<file path="src/design/vrps_pkg.sv">
// Shared constants and codes for the video register port.
package vrps_pkg;

	localparam int unsigned OP_W   = 3;
	localparam int unsigned REG_W  = 3;
	localparam int unsigned BYTE_W = 8;
	localparam int unsigned LINE_W = 9;
	localparam int unsigned VADR_W = 15;
	localparam int unsigned MADR_W = 14;
	localparam int unsigned PAL_DEPTH = 32;
	localparam int unsigned PAL_AW = $clog2(PAL_DEPTH);

	// Dot ticks between a render-enable change and its effect, minus one.
	localparam logic [3:0] TOGGLE_DELAY = 4'd4;

	localparam logic [OP_W-1:0] OP_REG_READ    = 3'd0;
	localparam logic [OP_W-1:0] OP_REG_WRITE   = 3'd1;
	localparam logic [OP_W-1:0] OP_DOT_TICK    = 3'd2;
	localparam logic [OP_W-1:0] OP_MEM_RETURN  = 3'd3;
	localparam logic [OP_W-1:0] OP_STATUS_LOAD = 3'd4;

	localparam logic [REG_W-1:0] REG_CONTROL     = 3'd0;
	localparam logic [REG_W-1:0] REG_MASK        = 3'd1;
	localparam logic [REG_W-1:0] REG_STATUS      = 3'd2;
	localparam logic [REG_W-1:0] REG_SPRITE_ADDR = 3'd3;
	localparam logic [REG_W-1:0] REG_SPRITE_DATA = 3'd4;
	localparam logic [REG_W-1:0] REG_SCROLL      = 3'd5;
	localparam logic [REG_W-1:0] REG_ADDRESS     = 3'd6;
	localparam logic [REG_W-1:0] REG_DATA        = 3'd7;

	localparam logic [MADR_W-1:0] PALETTE_BASE   = 14'h3F00;
	localparam logic [MADR_W-1:0] PALETTE_MIRROR = 14'h1000;
	localparam logic [LINE_W-1:0] VISIBLE_LINES  = 9'd240;
	localparam logic [LINE_W-1:0] PRERENDER_LINE = 9'd261;

endpackage

</file>
<file path="src/design/vrps_if.sv">
// Handshake channels for the register port: request beats in, result beats out.
interface vrps_in_if;
	logic       valid;
	logic       ready;
	logic [2:0] op;
	logic [2:0] reg_address;
	logic [7:0] data;
	logic [8:0] scanline;

	modport source (output valid, output op, output reg_address, output data,
		output scanline, input ready);
	modport sink (input valid, input op, input reg_address, input data,
		input scanline, output ready);
endinterface

interface vrps_out_if;
	logic        valid;
	logic        ready;
	logic [7:0]  read_data;
	logic        read_valid;
	logic        mem_request;
	logic        mem_write;
	logic [13:0] mem_address;
	logic [7:0]  mem_wdata;

	modport source (output valid, output read_data, output read_valid,
		output mem_request, output mem_write, output mem_address,
		output mem_wdata, input ready);
	modport sink (input valid, input read_data, input read_valid,
		input mem_request, input mem_write, input mem_address,
		input mem_wdata, output ready);
endinterface

</file>
<file path="src/design/video_register_port_scroll_address.sv">
// CPU register port of a tile video unit with the scroll/address register pair.
// Every request beat (register read, register write, dot tick, memory read
// return or status load) produces exactly one result beat. A beat is taken
// into an input register; when the result register is empty or being taken,
// its effect on the registers and palette RAM is applied and its result
// captured in the result register. One beat can be accepted every clock while
// results are taken; the result register lets a new beat enter while the
// previous result waits. Data-port accesses at or above 0x3F00 hit the
// internal 32-byte palette RAM; everything else leaves as a video-memory
// request on the result beat. Mask writes that switch rendering on or off
// take effect on the fifth dot tick after the write.
module video_register_port_scroll_address
	import vrps_pkg::*;
(
	input  logic            clk,
	input  logic            arst_n,
	vrps_in_if.sink         request,
	vrps_out_if.source      result
);

	// Input register.
	logic              valid_s1;
	logic [OP_W-1:0]   op_s1;
	logic [REG_W-1:0]  reg_s1;
	logic [BYTE_W-1:0] data_s1;
	logic [LINE_W-1:0] line_s1;

	// Architectural state.
	logic [BYTE_W-1:0] control_q, mask_q, status_q, sprite_data_q, read_buffer_q;
	logic [VADR_W-1:0] temp_q, cur_q;
	logic              second_write_q;
	logic              toggle_pending_q;
	logic [3:0]        countdown_q;
	logic [1:0]        pending_bits_q;
	logic [BYTE_W-1:0] palette_q [PAL_DEPTH];

	// Result register.
	logic              out_valid_q;
	logic [BYTE_W-1:0] read_data_q, mem_wdata_q;
	logic              read_valid_q, mem_request_q, mem_write_q;
	logic [MADR_W-1:0] mem_address_q;

	// Next values.
	logic [BYTE_W-1:0] control_d, mask_d, status_d, sprite_data_d, read_buffer_d;
	logic [VADR_W-1:0] temp_d, cur_d;
	logic              second_write_d, toggle_pending_d;
	logic [3:0]        countdown_d;
	logic [1:0]        pending_bits_d;
	logic              pal_we;
	logic [BYTE_W-1:0] read_data_d, mem_wdata_d;
	logic              read_valid_d, mem_request_d, mem_write_d;
	logic [MADR_W-1:0] mem_address_d;

	logic              adv;
	logic              render_on, render_line;
	logic [MADR_W-1:0] vaddr;
	logic [PAL_AW-1:0] pal_idx;
	logic              is_palette;
	logic [VADR_W-1:0] cur_step;

	assign adv = valid_s1 && (!out_valid_q || result.ready);
	assign request.ready = !valid_s1 || adv;

	assign render_on = (mask_q[4:3] != 2'b00);
	assign render_line = (line_s1 < VISIBLE_LINES) || (line_s1 == PRERENDER_LINE);
	assign vaddr = cur_q[MADR_W-1:0];
	assign pal_idx = vaddr[PAL_AW-1:0];
	assign is_palette = (vaddr >= PALETTE_BASE);

	// Address step after a data-port access: coarse X then fine Y while
	// rendering, a flat 1 or 32 otherwise.
	always_comb begin
		logic [VADR_W-1:0] v1;
		logic [4:0]        y;
		v1 = cur_q;
		y = 5'd0;
		cur_step = cur_q;
		if (render_on && render_line) begin
			if (cur_q[4:0] == 5'd31) begin
				v1 = {cur_q[14:11], ~cur_q[10], cur_q[9:5], 5'd0};
			end else begin
				v1 = {cur_q[14:5], cur_q[4:0] + 5'd1};
			end
			if (v1[14:12] != 3'b111) begin
				cur_step = {v1[14:12] + 3'd1, v1[11:0]};
			end else begin
				y = v1[9:5];
				cur_step = {3'b000, v1[11:0]};
				if (y == 5'd29) begin
					cur_step[11] = ~v1[11];
					cur_step[9:5] = 5'd0;
				end else if (y == 5'd31) begin
					cur_step[9:5] = 5'd0;
				end else begin
					cur_step[9:5] = y + 5'd1;
				end
			end
		end else begin
			cur_step = cur_q + (control_q[2] ? VADR_W'(32) : VADR_W'(1));
		end
	end

	always_comb begin
		control_d        = control_q;
		mask_d           = mask_q;
		status_d         = status_q;
		sprite_data_d    = sprite_data_q;
		read_buffer_d    = read_buffer_q;
		temp_d           = temp_q;
		cur_d            = cur_q;
		second_write_d   = second_write_q;
		toggle_pending_d = toggle_pending_q;
		countdown_d      = countdown_q;
		pending_bits_d   = pending_bits_q;
		pal_we           = 1'b0;
		read_data_d      = '0;
		read_valid_d     = 1'b0;
		mem_request_d    = 1'b0;
		mem_write_d      = 1'b0;
		mem_address_d    = '0;
		mem_wdata_d      = '0;

		case (op_s1)
			OP_REG_READ: begin
				read_valid_d = 1'b1;
				case (reg_s1)
					REG_STATUS: begin
						read_data_d = status_q;
						status_d[7] = 1'b0;
						second_write_d = 1'b0;
					end
					REG_SPRITE_DATA: read_data_d = sprite_data_q;
					REG_DATA: begin
						mem_request_d = 1'b1;
						if (is_palette) begin
							read_data_d = palette_q[pal_idx];
							mem_address_d = vaddr - PALETTE_MIRROR;
						end else begin
							read_data_d = read_buffer_q;
							mem_address_d = vaddr;
						end
						cur_d = cur_step;
					end
					default: ;
				endcase
			end
			OP_REG_WRITE: begin
				case (reg_s1)
					REG_CONTROL: begin
						control_d = data_s1;
						temp_d[11:10] = data_s1[1:0];
						if (!render_on) begin
							cur_d = {temp_q[14:12], data_s1[1:0], temp_q[9:0]};
						end
					end
					REG_MASK: begin
						// A change of the render-enable bits is held back and
						// applied by the dot-tick countdown.
						if (render_on != (data_s1[4:3] != 2'b00)) begin
							toggle_pending_d = 1'b1;
							countdown_d = TOGGLE_DELAY;
							pending_bits_d = data_s1[4:3];
							mask_d = {data_s1[7:5], 2'b00, data_s1[2:0]};
						end else begin
							mask_d = data_s1;
						end
					end
					REG_SPRITE_DATA: sprite_data_d = data_s1;
					REG_SCROLL: begin
						if (second_write_q) begin
							temp_d[14:12] = data_s1[2:0];
							temp_d[9:5] = data_s1[7:3];
						end else begin
							temp_d[4:0] = data_s1[7:3];
						end
						second_write_d = ~second_write_q;
					end
					REG_ADDRESS: begin
						if (second_write_q) begin
							temp_d = {temp_q[14:8], data_s1};
							if (!render_on) begin
								cur_d = {temp_q[14:8], data_s1};
							end
						end else begin
							temp_d = {1'b0, data_s1[5:0], temp_q[7:0]};
						end
						second_write_d = ~second_write_q;
					end
					REG_DATA: begin
						if (is_palette) begin
							pal_we = 1'b1;
						end else begin
							mem_request_d = 1'b1;
							mem_write_d = 1'b1;
							mem_address_d = vaddr;
							mem_wdata_d = data_s1;
						end
						cur_d = cur_step;
					end
					default: ;
				endcase
			end
			OP_DOT_TICK: begin
				if (toggle_pending_q) begin
					if (countdown_q == 4'd0) begin
						toggle_pending_d = 1'b0;
						mask_d[4:3] = pending_bits_q;
						pending_bits_d = 2'b00;
					end else begin
						countdown_d = countdown_q - 4'd1;
					end
				end
			end
			OP_MEM_RETURN: read_buffer_d = data_s1;
			OP_STATUS_LOAD: status_d = data_s1;
			default: ;
		endcase
	end

	always_ff @(posedge clk or negedge arst_n) begin
		if (!arst_n) begin
			valid_s1 <= 1'b0;
		end else if (request.valid && request.ready) begin
			valid_s1 <= 1'b1;
		end else if (adv) begin
			valid_s1 <= 1'b0;
		end
	end

	always_ff @(posedge clk) begin
		if (request.valid && request.ready) begin
			op_s1   <= request.op;
			reg_s1  <= request.reg_address;
			data_s1 <= request.data;
			line_s1 <= request.scanline;
		end
	end

	always_ff @(posedge clk or negedge arst_n) begin
		if (!arst_n) begin
			control_q        <= '0;
			mask_q           <= '0;
			status_q         <= '0;
			sprite_data_q    <= '0;
			read_buffer_q    <= '0;
			temp_q           <= '0;
			cur_q            <= '0;
			second_write_q   <= 1'b0;
			toggle_pending_q <= 1'b0;
			countdown_q      <= '0;
			pending_bits_q   <= '0;
			for (int i = 0; i < PAL_DEPTH; i++) begin
				palette_q[i] <= '0;
			end
		end else if (adv) begin
			control_q        <= control_d;
			mask_q           <= mask_d;
			status_q         <= status_d;
			sprite_data_q    <= sprite_data_d;
			read_buffer_q    <= read_buffer_d;
			temp_q           <= temp_d;
			cur_q            <= cur_d;
			second_write_q   <= second_write_d;
			toggle_pending_q <= toggle_pending_d;
			countdown_q      <= countdown_d;
			pending_bits_q   <= pending_bits_d;
			if (pal_we) begin
				palette_q[pal_idx] <= data_s1;
			end
		end
	end

	always_ff @(posedge clk or negedge arst_n) begin
		if (!arst_n) begin
			out_valid_q <= 1'b0;
		end else if (adv) begin
			out_valid_q <= 1'b1;
		end else if (result.ready) begin
			out_valid_q <= 1'b0;
		end
	end

	always_ff @(posedge clk) begin
		if (adv) begin
			read_data_q   <= read_data_d;
			read_valid_q  <= read_valid_d;
			mem_request_q <= mem_request_d;
			mem_write_q   <= mem_write_d;
			mem_address_q <= mem_address_d;
			mem_wdata_q   <= mem_wdata_d;
		end
	end

	assign result.valid       = out_valid_q;
	assign result.read_data   = read_data_q;
	assign result.read_valid  = read_valid_q;
	assign result.mem_request = mem_request_q;
	assign result.mem_write   = mem_write_q;
	assign result.mem_address = mem_address_q;
	assign result.mem_wdata   = mem_wdata_q;

endmodule

</file>
<file path="src/flat_wrapper.sv">
// flat-port wrapper written by rule: the top's interface ports become plain ports
module video_register_port_scroll_address_flat import vrps_pkg::*;
  (clk, arst_n, request_valid, request_op, request_reg_address, request_data, request_scanline, request_ready, result_valid, result_read_data, result_read_valid, result_mem_request, result_mem_write, result_mem_address, result_mem_wdata, result_ready);
  vrps_in_if request_i ();
  vrps_out_if result_i ();
  input  logic clk;
  input  logic arst_n;
  input wire logic [$bits(request_i.valid)-1:0] request_valid;
  input wire logic [$bits(request_i.op)-1:0] request_op;
  input wire logic [$bits(request_i.reg_address)-1:0] request_reg_address;
  input wire logic [$bits(request_i.data)-1:0] request_data;
  input wire logic [$bits(request_i.scanline)-1:0] request_scanline;
  output wire logic [$bits(request_i.ready)-1:0] request_ready;
  output wire logic [$bits(result_i.valid)-1:0] result_valid;
  output wire logic [$bits(result_i.read_data)-1:0] result_read_data;
  output wire logic [$bits(result_i.read_valid)-1:0] result_read_valid;
  output wire logic [$bits(result_i.mem_request)-1:0] result_mem_request;
  output wire logic [$bits(result_i.mem_write)-1:0] result_mem_write;
  output wire logic [$bits(result_i.mem_address)-1:0] result_mem_address;
  output wire logic [$bits(result_i.mem_wdata)-1:0] result_mem_wdata;
  input wire logic [$bits(result_i.ready)-1:0] result_ready;
  assign request_i.valid = request_valid;
  assign request_i.op = request_op;
  assign request_i.reg_address = request_reg_address;
  assign request_i.data = request_data;
  assign request_i.scanline = request_scanline;
  assign request_ready = request_i.ready;
  assign result_valid = result_i.valid;
  assign result_read_data = result_i.read_data;
  assign result_read_valid = result_i.read_valid;
  assign result_mem_request = result_i.mem_request;
  assign result_mem_write = result_i.mem_write;
  assign result_mem_address = result_i.mem_address;
  assign result_mem_wdata = result_i.mem_wdata;
  assign result_i.ready = result_ready;
  video_register_port_scroll_address u_core (.clk(clk), .arst_n(arst_n), .request(request_i), .result(result_i));
endmodule
</file>
<file path="config.mk">
export PLATFORM = sky130hd
export DESIGN_NAME = video_register_port_scroll_address_flat
export DESIGN_NICKNAME = d
export VERILOG_FILES = /design/src/design/vrps_pkg.sv /design/src/design/vrps_if.sv /design/src/design/video_register_port_scroll_address.sv /design/src/flat_wrapper.sv
export SDC_FILE = /design/constraint.sdc
export NUM_CORES = 1
export LEC_CHECK = 0
export BUFFER_PORTS_ARGS = -buffer_cell sky130_fd_sc_hd__buf_2
export CAP_MARGIN = 20
export CORE_MARGIN = 2
export CORE_UTILIZATION = 55
export DETAILED_ROUTE_END_ITERATION = 12
export PLACE_DENSITY = 0.79
export SLEW_MARGIN = 25
export SYNTH_ARGS = -nofsm -noshare
export SYNTH_HDL_FRONTEND = slang
export SYNTH_SLANG_ARGS = --single-unit
</file>
<file path="constraint.sdc">
create_clock -name clk -period 2.6 [get_ports clk]
set_input_delay 0.52 -clock clk [delete_from_list [all_inputs] [get_ports clk]]
set_output_delay 0.52 -clock clk [all_outputs]
set_load 0.02 [all_outputs]
</file>
# Word level (Yosys, flattened, before mapping)
# Index checks and enable logic that the tools add are counted.
[op_classes] addsub=6 n_lt_le_gt_ge=4 n_eq_ne=32 muxes=70 n_bitwise=6 reduce_logical=40
[op_table] op="256-bit bitwise mux" n=1
[op_table] op="15-bit 2-to-1 mux" n=8
[op_table] op="14-bit 2-to-1 mux" n=4
[op_table] op="15-bit one-hot mux with 3 select lines" n=1
[op_table] op="8-bit binary-select mux with 5-bit select" n=1
[op_table] op="8-bit demux with 5-bit select" n=1
[op_table] op="8-bit 2-to-1 mux" n=4
[op_table] op="5-bit 2-to-1 mux" n=6
[op_table] op="15-bit one-hot mux with 2 select lines" n=1
[op_table] op="14-bit one-hot mux with 2 select lines" n=1
[op_table] op="8-bit one-hot mux with 3 select lines" n=1
[op_table] op="10-bit one-hot mux with 2 select lines" n=1
[op_table] op="5-bit AND reduction" n=4
[op_table] op="1-bit 2-to-1 mux" n=18
[op_table] op="2-bit nonzero test" n=9
[op_table] op="4-bit 2-to-1 mux" n=4
[op_table] op="15-bit by 6-bit adder with 15-bit output" n=1
[op_table] op="3-bit == test, second input constant" n=5
[op_table] op="5-bit == test, second input constant" n=3
[op_table] op="14-bit greater-or-equal comparator, second input constant" n=1
[op_table] op="2-bit inequality test, second input constant" n=7
[op_table] op="14-bit by 13-bit subtractor with 14-bit output, second input constant" n=1
[op_table] op="2-bit 2-to-1 mux" n=6
[op_table] op="2-bit one-hot mux with 2 select lines" n=3
[op_table] op="other kinds (34)" n=66
[word_totals] ff_bits=384 wordCells=218

# Depth between registers and ports, before layout
[logic_depth] ltp_word=11 ltp_mapped=10 mapped_depth_nobuf=9

# Least setup slack after synthesis
# OpenSTA, ideal clock, no wires.
[synth_timing] kind="register to register" start="register u_core.cur_q[0]" end="register u_core.palette_q[10] in the netlist's numbering" setup_time_ps=125 arrival_time_ps=2411 required_ps=2475 path_slack_ps=64 stages_incl_launch_ff=11 n_path_buf=5 synth_period_minus_slack_ps=2536 path_cell_list="dfrtp_1 -> buf_2 -> buf_4 -> buf_2 -> clkbuf_1 -> inv_1 -> ha_1 -> and2_4 -> buf_12 -> nand2_8 -> mux2_4"
[synth_between] elab_chain_len=6 elab_cells_between_ends=12 classes_between="order compare (3); mux (6); bitwise (1); reduce/logical (2)"
[synth_lines] item="start: declaration" line="video_register_port_scroll_address.sv:30" source="logic [VADR_W-1:0] temp_q, cur_q;"
[synth_lines] item="start signal: assignment" line="video_register_port_scroll_address.sv:262" source="cur_q <= cur_d;"
[synth_lines] item="parallel branches: the longest is 6 deep, another holds 14-bit greater-or-equal comparator"
[synth_lines] item="end signal: indexed assignment" line="video_register_port_scroll_address.sv:268" source="palette_q[pal_idx] <= data_s1;"
[synth_lines] item="end: declaration" line="video_register_port_scroll_address.sv:35" source="logic [BYTE_W-1:0] palette_q [PAL_DEPTH];"
# Parallel ways; which one is timed is not known.
# A chain may end at the register's enable or synchronous reset.

# Final worst setup path
[layout_timing] start="register u_core.line_s1[7]" end="register u_core.cur_q[3]"
[layout_between] elab_chain_len=6 elab_cells_between_ends=8 classes_between="order compare (1); eq/ne (1); mux (4); reduce/logical (2)"
[layout_lines] item="start: declaration" line="video_register_port_scroll_address.sv:26" source="logic [LINE_W-1:0] line_s1;"
[layout_lines] item="start signal: assignment" line="video_register_port_scroll_address.sv:235" source="line_s1 <= request.scanline;"
[layout_lines] item="9-bit by 8-bit < comparator with 1-bit output or 9-bit == test (tied branches)" line="video_register_port_scroll_address.sv:65" source="assign render_line = (line_s1 < VISIBLE_LINES) || (line_s1 == PRERENDER_LINE);"
[layout_lines] item="1-bit logical OR (*)" line="video_register_port_scroll_address.sv:65"
[layout_lines] item="1-bit logical AND (*)" line="video_register_port_scroll_address.sv:78" source="if (render_on && render_line) begin"
[layout_lines] item="15-bit 2-to-1 mux (*)" line="video_register_port_scroll_address.sv:78"
[layout_lines] item="15-bit one-hot mux with 3 select lines or 15-bit 2-to-1 mux (tied branches)" line="video_register_port_scroll_address.sv:148, video_register_port_scroll_address.sv:126"
[layout_lines] item="15-bit one-hot mux with 2 select lines (*)" line="video_register_port_scroll_address.sv:123" source="case (op_s1)"
# Mark *: on every way between the ends. The rest lies on a longest branch, timed or not. The select of a mux whose other input is x is not followed.

==> run metrics <==
Clk pin slew, worst setup/hold paths=around 60 ps; Nets=between 1000 and 1500; CP top delay family=compound AO/OA/AOI/OAI gates; Iter 0 DRT Violations=about 1300; gpl congestion=about 0.90; maximum VDD drop=636 uV; final hold vios=0; R2R cell count=6; main combinational cell family by area after synthesis=multiplexers; via/cell ratio=about 6.3; Site Rows=68; core area=34700 sq um; Synth cell types=80; Num CTS Buffers=39; WP data arrival=2940 ps; terminus of the critical flop-to-flop path=u_core.cur_q[3]$_DFFE_PN0P_; DRC=0; Hold Crit Start=request_reg_address[1]; crit path from=u_core.line_s1[7]$_DFFE_PP_; Die Height=just under 200 um; register area share after synthesis=0.502; worst-margin pin slew=~840 ps; area delta synth->final=14.0%; Die Span X=192 um; most frequent cells in the layout=dfrtp_1 (321), mux2_4 (256), buf_4 (75), buf_2 (60); Crit. path cell count=6; fin area=22200 sq um; clk sinks=about 380; routed length per instance=24.7 um; final critical-path share of the clock period=0.972; initial antenna violation count=1; Simple-Gate Fraction of Synth Area=0.0985; Max Cap Viol=0; DP HPWL=31900 um; Worst Setup End Kind=register; CTS tree=built; RSZ-0062 raised after global routing=false; Slew HR=0.440; Synth warnings=0; CP peak stage delay=roughly 520 ps; register-to-register setup slack=about 72 ps; critical path cell sequence=or4_1 > o21ai_1 > nand2_1 > a2bb2oi_1 > o22ai_1 > a221o_1; crit path buf inv count=0; remaining global-route overflow=0; Post-Syn Area=between 15000 and 20000 sq um; hold depth=1; vias in the first global route=approximately 13000; Critical R2R Launch=u_core.line_s1[7]$_DFFE_PP_; final worst setup slack=approximately 72 ps; gr usage total=0.266; initial core utilization=0.561; crit path time final=2530 ps; Post-synth ARST share=0.852; post-route ant nets=0; routed wire length=around 48000 um; crit path max fanout=8; Most used DFF post-synth=dfrtp_1; Synth Area in Adders=0.00964; H-tree depth=2; crit path launch type=register; Worst Skew=12.6 ps; post-synthesis compound-gate area fraction=0.0690; worst skew pair latency=around 530 ps; CTS Root Cell=clkbuf_16; most common cell after layout, fill and taps aside=dfrtp_1; ant diodes=0; register bit count reported by yosys=roughly 380; global-route wire length before repair=74800 um; static leakage=~11 nW; Post-synth EDFFs=56; synthesized area per cell=14.4 sq um; proportion of layout cells with a drive suffix above 1=0.414; Area after DPL=~21000 sq um; Synth Area in XOR/XNOR=0.00360; mux cell area share after synthesis=0.289; Fmax=just under 400 MHz; fin. max-slew vios=0; Max Buffers Root-to-Sink=3; Synth Instances=about 1400; final setup fails=0; port bufs=slightly above 60; power density over the cells=732 nW/um^2; Hold Crit Class=input pin to register; setup TNS=0 ps; Synthesized Nets=between 1000 and 1500; Worst Path Required=between 3000 and 4000 ps; WHS Endpoint=u_core.reg_s1[1]$_DFFE_PP_; DIE AREA=around 37000 sq um; status=finished clean; CP Class=register to register; DP Worst Slack=~72 ps; DR pass1 iterations=7; I/O pin count=between 60 and 70; Worst path slowest cell=or4_1; Vias=approximately 12000; largest net degree at the start of global routing=70
[Yosys cell counts (5+ instances only)]
cell type	count	area, sq um
nand2b_1	5	31.3
inv_1	16	60.1
and3_1	10	62.6
mux2_4	256	3840
buf_2	16	80.1
edfxtp_1	56	1680
o21ai_1	8	40.0
clkbuf_1	74	278
mux2i_1	8	80.1
a31oi_1	14	87.6
ha_1	15	188
mux2_2	23	259
mux4_2	59	1330
and2_4	5	43.8
nand3_1	21	105
mux2_1	11	124
o2111ai_1	6	52.6
nor2b_1	9	56.3
o21ai_0	38	190
a22oi_1	37	278
o22ai_1	9	56.3
nand2_8	32	641
and2_1	22	138
nand4_1	6	37.5
nor3b_1	12	90.1
nor2_1	59	221
nor3_1	8	40.0
xnor2_1	5	43.8
nand2_1	51	191
a21oi_1	47	235
dfrtp_1	323	8080
[worst max path at each step]
stage,endpoint
floorplan,u_core.palette_q[10]$_DFFE_PN0P_
global placement,u_core.cur_q[14]$_DFFE_PN0P_
detailed placement,u_core.result.read_data[2]$_SDFFCE_PP0P_
CTS,u_core.result.read_data[2]$_SDFFCE_PP0P_
global route,u_core.cur_q[3]$_DFFE_PN0P_
finish,u_core.cur_q[3]$_DFFE_PN0P_
[routing by layer]
| metal | vias up | part of all wire | GRT usage |
|---|---|---|---|
| li1 | 5215 | - | - |
| met4 | 2 | 0.038 | 0.100 |
| met3 | 118 | 0.070 | 0.0519 |
| met5 | - | 0.00027 | 0 |
| met1 | 6377 | 0.42 | 0.375 |
| met2 | 490 | 0.47 | 0.409 |
[sequential cells by signal (all words and copies together) (netlist names), 2 cells and up]
name	flops
u_core.reg_s1	3
u_core.result.mem_address	14
u_core.data_s1	8
u_core.pending_bits_q	2
u_core.read_buffer_q	8
u_core.mask_q	2
u_core.palette_q	256
u_core.result.read_data	8
u_core.cur_q	15
u_core.op_s1	3
u_core.temp_q	15
u_core.sprite_data_q	8
u_core.line_s1	9
u_core.status_q	8
u_core.result.mem_wdata	8
u_core.countdown_q	4
[kinds of logic after synthesis]
family / after synthesis
xor gates and xnor gates: 8
muxes: 357
adders and majority gates: 15
DFF: 379
and+or+nand+nor: 266
AOI/OAI and AO/OA: 206
buffers and inverters: 119
[through the flow]
step | power, mW | hold slack (ps) | utilization | std cells
6_report | 16.2 | 161 | 0.639 | 1934
5_1_grt | 16.9 | 150 | 0.639 | 1934
4_1_cts | 16.2 | 151 | 0.637 | 1929
3_5_place_dp | 10.5 | 467 | 0.600 | 1858
3_3_place_gp | 10.4 | 456 | 0.600 | 1858
2_1_floorplan | 9.19 | 224 | - | 1350
[what timing repair did]
| action | CTS | global route |
|---|---|---|
| gates resized for setup | 0 | 3 |
| setup buffers | 0 | 5 |
| endpoints found under the setup margin | 0 | 7 |
| hold endpoints to repair | 59 | 0 |
| hold buffers | 1 | 0 |
[cell type report]
cell class / count / area [sq um]
fill: 2391 / 12500
inverter: 20 / 80.1
multi-input combinational: 852 / 9180
clock buffer: 54 / 1150
clock inverter: 16 / 134
tap: 455 / 569
sequential: 379 / 9770
timing repair buffer: 158 / 1310
[power by group]
| part | leakage [nW] | internal (mW) | switching [mW] | total [mW] |
|---|---|---|---|---|
| sequential | 4.96 | 6.38 | 0.392 | 6.77 |
| combinational | 4.97 | 1.61 | 2.23 | 3.84 |
| clock | 0.627 | 3.29 | 2.35 | 5.64 |
(Power assumes the default switching activity.)
